[src/sv/smrc_pkg.sv]
package smrc_pkg;

    localparam int MAX_RX_ANTENNAS = 8;
    localparam int CNT_W = $clog2(MAX_RX_ANTENNAS + 1);
    localparam int QDEPTH = 4;
    localparam int QPTR_W = $clog2(QDEPTH);
    localparam int QCNT_W = $clog2(QDEPTH + 1);

    localparam logic [35:0] POW_MAX = 36'hF_FFFF_FFFF;
    localparam logic signed [37:0] CROSS_MAX = 38'sh07_FFFF_FFFF;
    localparam logic signed [37:0] CROSS_MIN = -38'sh08_0000_0000;
    localparam logic [63:0] EST_POS_MAX = 64'd8388607;
    localparam logic [63:0] EST_NEG_MAX = 64'd8388608;
    localparam logic [63:0] U32_MAX = 64'hFFFF_FFFF;

    typedef enum logic [1:0] {
        STATUS_OK       = 2'd0,
        STATUS_ZERO_CHAN = 2'd1,
        STATUS_ZERO_RX  = 2'd2,
        STATUS_TOO_MANY = 2'd3
    } status_t;

    typedef enum logic [2:0] {
        OP_EST_RE = 3'd0,
        OP_EST_IM = 3'd1,
        OP_VAR    = 3'd2,
        OP_VD     = 3'd3,
        OP_TD     = 3'd4,
        OP_SINR   = 3'd5
    } op_t;

    typedef enum logic [2:0] {
        ST_IDLE,
        ST_CHECK,
        ST_SQ1,
        ST_SQ2,
        ST_DSTART,
        ST_DWAIT,
        ST_OUT
    } back_state_t;

    typedef struct packed {
        logic               too_many;
        logic [35:0]        pc;
        logic [35:0]        py;
        logic signed [35:0] cr;
        logic signed [35:0] ci;
    } job_t;

    typedef struct packed {
        logic        start;
        logic [15:0] hi;
        logic [63:0] lo;
        logic [63:0] den;
    } div_req_t;

endpackage

[src/sv/smrc_fifo.sv]
module smrc_fifo (
    input  logic                          aclk,
    input  logic                          aresetn,
    input  logic                          push,
    input  smrc_pkg::job_t                push_data,
    input  logic                          pop,
    output logic                          not_empty,
    output smrc_pkg::job_t                pop_data,
    output logic [smrc_pkg::QCNT_W-1:0]   count
);

    smrc_pkg::job_t                 mem_reg [smrc_pkg::QDEPTH];
    logic [smrc_pkg::QPTR_W-1:0]    wr_ptr_reg, rd_ptr_reg;
    logic [smrc_pkg::QCNT_W-1:0]    count_reg;

    always_ff @(posedge aclk) begin
        if (!aresetn) begin
            wr_ptr_reg <= '0;
            rd_ptr_reg <= '0;
            count_reg  <= '0;
        end else begin
            if (push) begin
                wr_ptr_reg <= wr_ptr_reg + 1'b1;
            end
            if (pop) begin
                rd_ptr_reg <= rd_ptr_reg + 1'b1;
            end
            count_reg <= count_reg + smrc_pkg::QCNT_W'(push) - smrc_pkg::QCNT_W'(pop);
        end
    end

    always_ff @(posedge aclk) begin
        if (push) begin
            mem_reg[wr_ptr_reg] <= push_data;
        end
    end

    assign not_empty = count_reg != '0;
    assign pop_data  = mem_reg[rd_ptr_reg];
    assign count     = count_reg;

endmodule

[config.mk]
export PLATFORM = sky130hd
export DESIGN_NAME = smrc_fifo
export DESIGN_NICKNAME = d
export VERILOG_FILES = /design/src/sv/smrc_pkg.sv /design/src/sv/smrc_fifo.sv
export SDC_FILE = /design/constraint.sdc
export NUM_CORES = 1
export LEC_CHECK = 0
export BUFFER_PORTS_ARGS = -buffer_cell sky130_fd_sc_hd__clkbuf_2
export CORE_MARGIN = 4
export CORE_UTILIZATION = 35
export DETAILED_ROUTE_END_ITERATION = 7
export PLACE_DENSITY = 0.54
export SETUP_SLACK_MARGIN = 0.4
export SLEW_MARGIN = 40
export SYNTH_ARGS = -nofsm -noshare
export SYNTH_HDL_FRONTEND = slang
export SYNTH_SLANG_ARGS = --single-unit
[constraint.sdc]
create_clock -name aclk -period 10.3 [get_ports aclk]
set_input_delay 2.06 -clock aclk [delete_from_list [all_inputs] [get_ports aclk]]
set_output_delay 2.06 -clock aclk [all_outputs]
set_load 0.01 [all_outputs]
# Word-level counts from Yosys, hierarchy flattened
# Memory sizes are Yosys's and may differ from the RTL's. A register that Yosys moved wholly into a read port is not among the register bits.
# Cells that the tools add are included.
# W data, S select, Z words.
# totals
ff_bits,7
word_cells,13
in_bits,149
output_inout_bits,149
memories,1
mem_bits_rw,580
# op_classes
reduce_logical,1
n_addsub,4
muxes,4
# mem_list
memory,words,width,rd,rd_clocked_by_memory_dff,write_ports,line,text
mem_reg,4,145,1,1,1,smrc_fifo.sv:12,smrc_pkg::job_t mem_reg [smrc_pkg::QDEPTH];
# ops
op,n
$add A2 B1 Y2 const B,2
$mux W2,2
$add A3 B1 Y3,1
$reduce_bool A3 Y1,1
$sub A3 B1 Y3,1
$mux W1,2

# Depth between registers and ports, before layout
# depth
depth_word,3
ltp_mapped,7
depth_no_buf,7

# Worst setup path after synthesis
# Ideal clock, no wire load.
# synth_timing
kind,input -> register
from,input push
to,memory mem_reg[0][0] in the netlist's numbering (enable)
required_ns,9.779
arrival_time_ns,5.372
n_path_buf,0
setup_slack_ns,4.407
setup_ns,0.521
stages,1
path_cell_list,and2_1
# synth_between
elab_chain_cells,2
# synth_rtl
item,line,text
from (decl),smrc_fifo.sv:4,"input logic push,"
$mux W1,smrc_fifo.sv:33,if (push) begin
$mux W1 (implied by the code),smrc_fifo.sv:34,mem_reg[wr_ptr_reg] <= push_data;
to (decl),smrc_fifo.sv:12,
# Every way passes these cells.

==> metrics.sh <==
SYNTH.FF_LATCH_COUNT=589
INTERNAL_POWER_mW=4.237
TIMING.MAX_SLEW.REL_SLACK_PCT=48.81
CLOCK_SKEW_NS=0.01883
FINAL_COMMON_CELL='sky130_fd_sc_hd__edfxtp_1'
CP_CAPTURE_TYPE='output pin'
GRT_FIRST_PASS_WIRELENGTH_MM=64.11
PORTBUFFERS=297
SYN_AREA_SQ_UM=21320
TOTALWIRELENGTH_MM=43.44
CRITICAL_PATH_CLASS='reg -> out'
NETSWITCHINGFRACTION_PCT=21.48
SYNTH.YOSYS.SEQ_AREA_SHARE_PCT=82.52
POST_DRT_WL_PER_CELL_MICRONS=22.00
SYNTH.TOP_CELL.AREA_SHARE_PCT=81.68
SYNTH_NETS=955
CRITPATHLAUNCHTYPE='flop'
DP_HPWL_MM=25.79
WORST-R2R-SETUP-SLACK_NS=8.11
CELLPOWERDENSITY_nW_PER_UM2=209.6
MOST-COMMON-LAYOUT-CELLS='sky130_fd_sc_hd__edfxtp_1 (580), sky130_fd_sc_hd__clkbuf_2 (297), sky130_fd_sc_hd__mux4_2 (145)'
NETLIST_INSTANCES=799
SYNTHTOLAYOUTAREAGROWTH_PCT=20.73
REPORT.FINAL.HOLD_VIOL_COUNT=0
NET_LOAD_SWITCHING_POWER_mW=1.159
CTS.REPAIR.RESIZED=0
GRTUSAGETOTAL_PCT=13.16
HOLD_PATH.CLASS='reg -> reg'
ROUTE.DETAILED.VIAS_PER_INST=4.842
TIGHTESTPINTRANSITION_NS=0.7678
NUMPLACEDINSTANCES=1862
CP_SLOWEST_STAGE_DELAY_NS=0.81
TIMING.FMAX_MHz=209.5
GRT_ANTENNA_BEFORE_REPAIR=11
CTS.CLK_SLEW.WORST_PATHS_NS=0.06
CHIP_WIDTH_MICRONS=254.8
ROUTED-VIA-COUNT=9559
SYNTH-WARNING-COUNT=0
CTS_HTREE_LEVELS=2
CRIT_BUF_INV=3
LARGEST_REGISTER_FFS=580
SETUP_VIOL=0
R2R_CELLS=4
FINAL_NET_COUNT=1298
CTSROOTBUFFERMASTER='sky130_fd_sc_hd__clkbuf_16'
AVGSYNTHCELLAREA_SQ_UM=26.69
ANTENNA_LEFT=0
DR.FIRST_ITER.DRC_COUNT=525
LAYOUT_CELL_SHARE_WITH_DRIVE_STRENGTH_BEYOND_1_PCT=45.80
TRITONCTS.NUM_BUFFERS=60
COMBPWRFRAC_PCT=9.1
DIE_HEIGHT_MICRONS=254.8
DRC=0
FINAL-INSTANCE-COUNT-EXCL-FILL=1974
CLK_LATENCY_NS=0.60
LARGEST_NET_DEGREE_AT_THE_START_OF_GLOBAL_ROUTING=66
STATUS='finished, final reports clean'
SYNTH.LARGEST_AREA_CELL='sky130_fd_sc_hd__edfxtp_1'
MAXCAPVIOLATIONS=0
TIMING.RR.START='wr_ptr_reg[0]'
CP_MAX_FO=41
POWER.SHARE.CLOCK_PCT=39.2
P_LEAK_nW=8.618
WORST_HOLD_PATH.NUM_CELLS=2
SEQUENTIALPOWERSHARE_PCT=51.7
DRT_PRE_ANTENNA_ITERS=4
START_UTIL_PCT=35.33
FINALCRITPERIODSHARE_PCT=46.35
CTS_MAX_PATH_BUFFERS=3
WORST_HOLD_SLACK_NS=0.5244
HOLDBUFCOUNTCTS=0
FP.COREAREA_SQ_UM=60360
POST-CTS-SETUP-BUFFERS=0
GRT_OVERFLOW=0
FINALWEIGHTEDCONGESTION=0.6857
HOLD_START='rd_ptr_reg[1]'
SYNTH_CELL_TYPE_COUNT=19
TIMING.FINAL.MAX_SLEW_VIOLATIONS=0
NUMCLOCKSINKS=589
SYNTH_TOP_CELLS_BY_AREA='sky130_fd_sc_hd__edfxtp_1 (82%), sky130_fd_sc_hd__mux4_2 (15%), sky130_fd_sc_hd__dfxtp_1 (0.84%)'
REGTOREGENDPOINT='mem_reg[0][61]'
FINAL_PERIOD_MINUS_WORST_SETUP_SLACK_NS=4.774
GRT_PASS1_VIAS=10260
POWER.IR.VDD_WORST_mV=0.1229
TIMING.CRITICAL_PATH.CELLS='buf_4 -> buf_12 -> mux4_2 -> clkbuf_2'
CRIT_FAMILY='buffers and inverters'
DIEAREA_SQ_UM=64940
TIMING.CRITICAL_PATH.SLOWEST_STAGE_CELL='sky130_fd_sc_hd__dfxtp_4'
TRITONCTS='built'
CP_DATA_REQUIRED_TIME_NS=8.24
CP_DATA_ARRIVAL_TIME_NS=2.71
CORE.ROWCOUNT=90
I_O_PINS=298
SETUP_REPAIR_AFTER_GLOBAL_ROUTING_MISSED_ITS_MARGIN='false'
SETUP_TNS_NS=0
==> worst max-delay path by stage <==
stage / slack, ns / to / cells after the start
after global routing: 5.33 / pop_data[98] / 4
after global placement: 5.52 / pop_data[106] / 3
after floorplan: 4.41 / mem_reg[0][0] / 1
after detailed placement: 5.91 / pop_data[117] / 3
after CTS: 5.22 / pop_data[117] / 3
final: 5.53 / pop_data[98] / 4
==> synthesized netlist by cell type, drive strengths merged <==
library cell and count:
ha 6, nand3b 1, mux2i 1, a21oi 1, dfxtp 9, and2 6
clkbuf 6, nor2 5, a21bo 1, xor3 1, inv 7, buf 26
or3 1, edfxtp 580, xnor2 2, mux4 145, fa 1
==> layer usage <==
layer / wire length, microns / GRT usage [%] / vias up
met2: 21000 / 21.07 / 266
li1: - / - / 4162
met1: 17500 / 17.10 / 5040
met5: 73 / 0 / -
met3: 4019 / 5.203 / 79
met4: 848 / 3.242 / 12
==> tightest hold or removal path: cells and delay by family (launching register included) <==
kind | cells | cell delay, ns
compound gates | 1 | 0.07
flops | 1 | 0.31
simple gates | 1 | 0.10
==> per-stage QoR <==
stage	cell area (sq um)	power (mW)	setup WS, ns	util (%)
after floorplan	21320	3.133	4.407	-
after global placement	23710	3.338	5.518	39.27
after detailed placement	23810	3.352	5.908	39.45
after CTS	25740	5.489	5.218	42.64
after global routing	25740	5.626	5.325	42.65
final	25740	5.397	5.526	42.65
==> cell type report <==
class	count	area (sq um)
diodes	2	5.005
clock buffers	76	1593
clock inverters	34	331.6
fillers	5238	34610
inverters	7	26.28
multi-input cells	171	3507
flip-flops and latches	589	17600
well taps	782	978.4
repair buffers	313	1699
==> power by group through the flow <==
stage	logic [mW]	registers [mW]	clock network [mW]
6_report	0.491	2.79	2.12
5_1_grt	0.538	2.80	2.29
4_1_cts	0.511	2.79	2.19
3_5_place_dp	0.509	2.84	0
3_3_place_gp	0.493	2.85	0
2_1_floorplan	0.293	2.84	0
==> kinds of logic (layout without fill, tap and decap cells) <==
family / Yosys count / in the layout / share of synthesized area, %
AO/OA/AOI/OAI: 2 / 2 / 0.07039
XOR/XNOR: 3 / 3 / 0.1936
adder cells (fa/ha/maj): 7 / 7 / 0.4459
buffers and inverters: 39 / 430 / 1.080
flip-flops: 589 / 589 / 82.52
multiplexers: 146 / 146 / 15.36
other: 0 / 2 / 0
AND/OR/NAND/NOR: 13 / 13 / 0.3286
(Power assumes the default switching activity.)
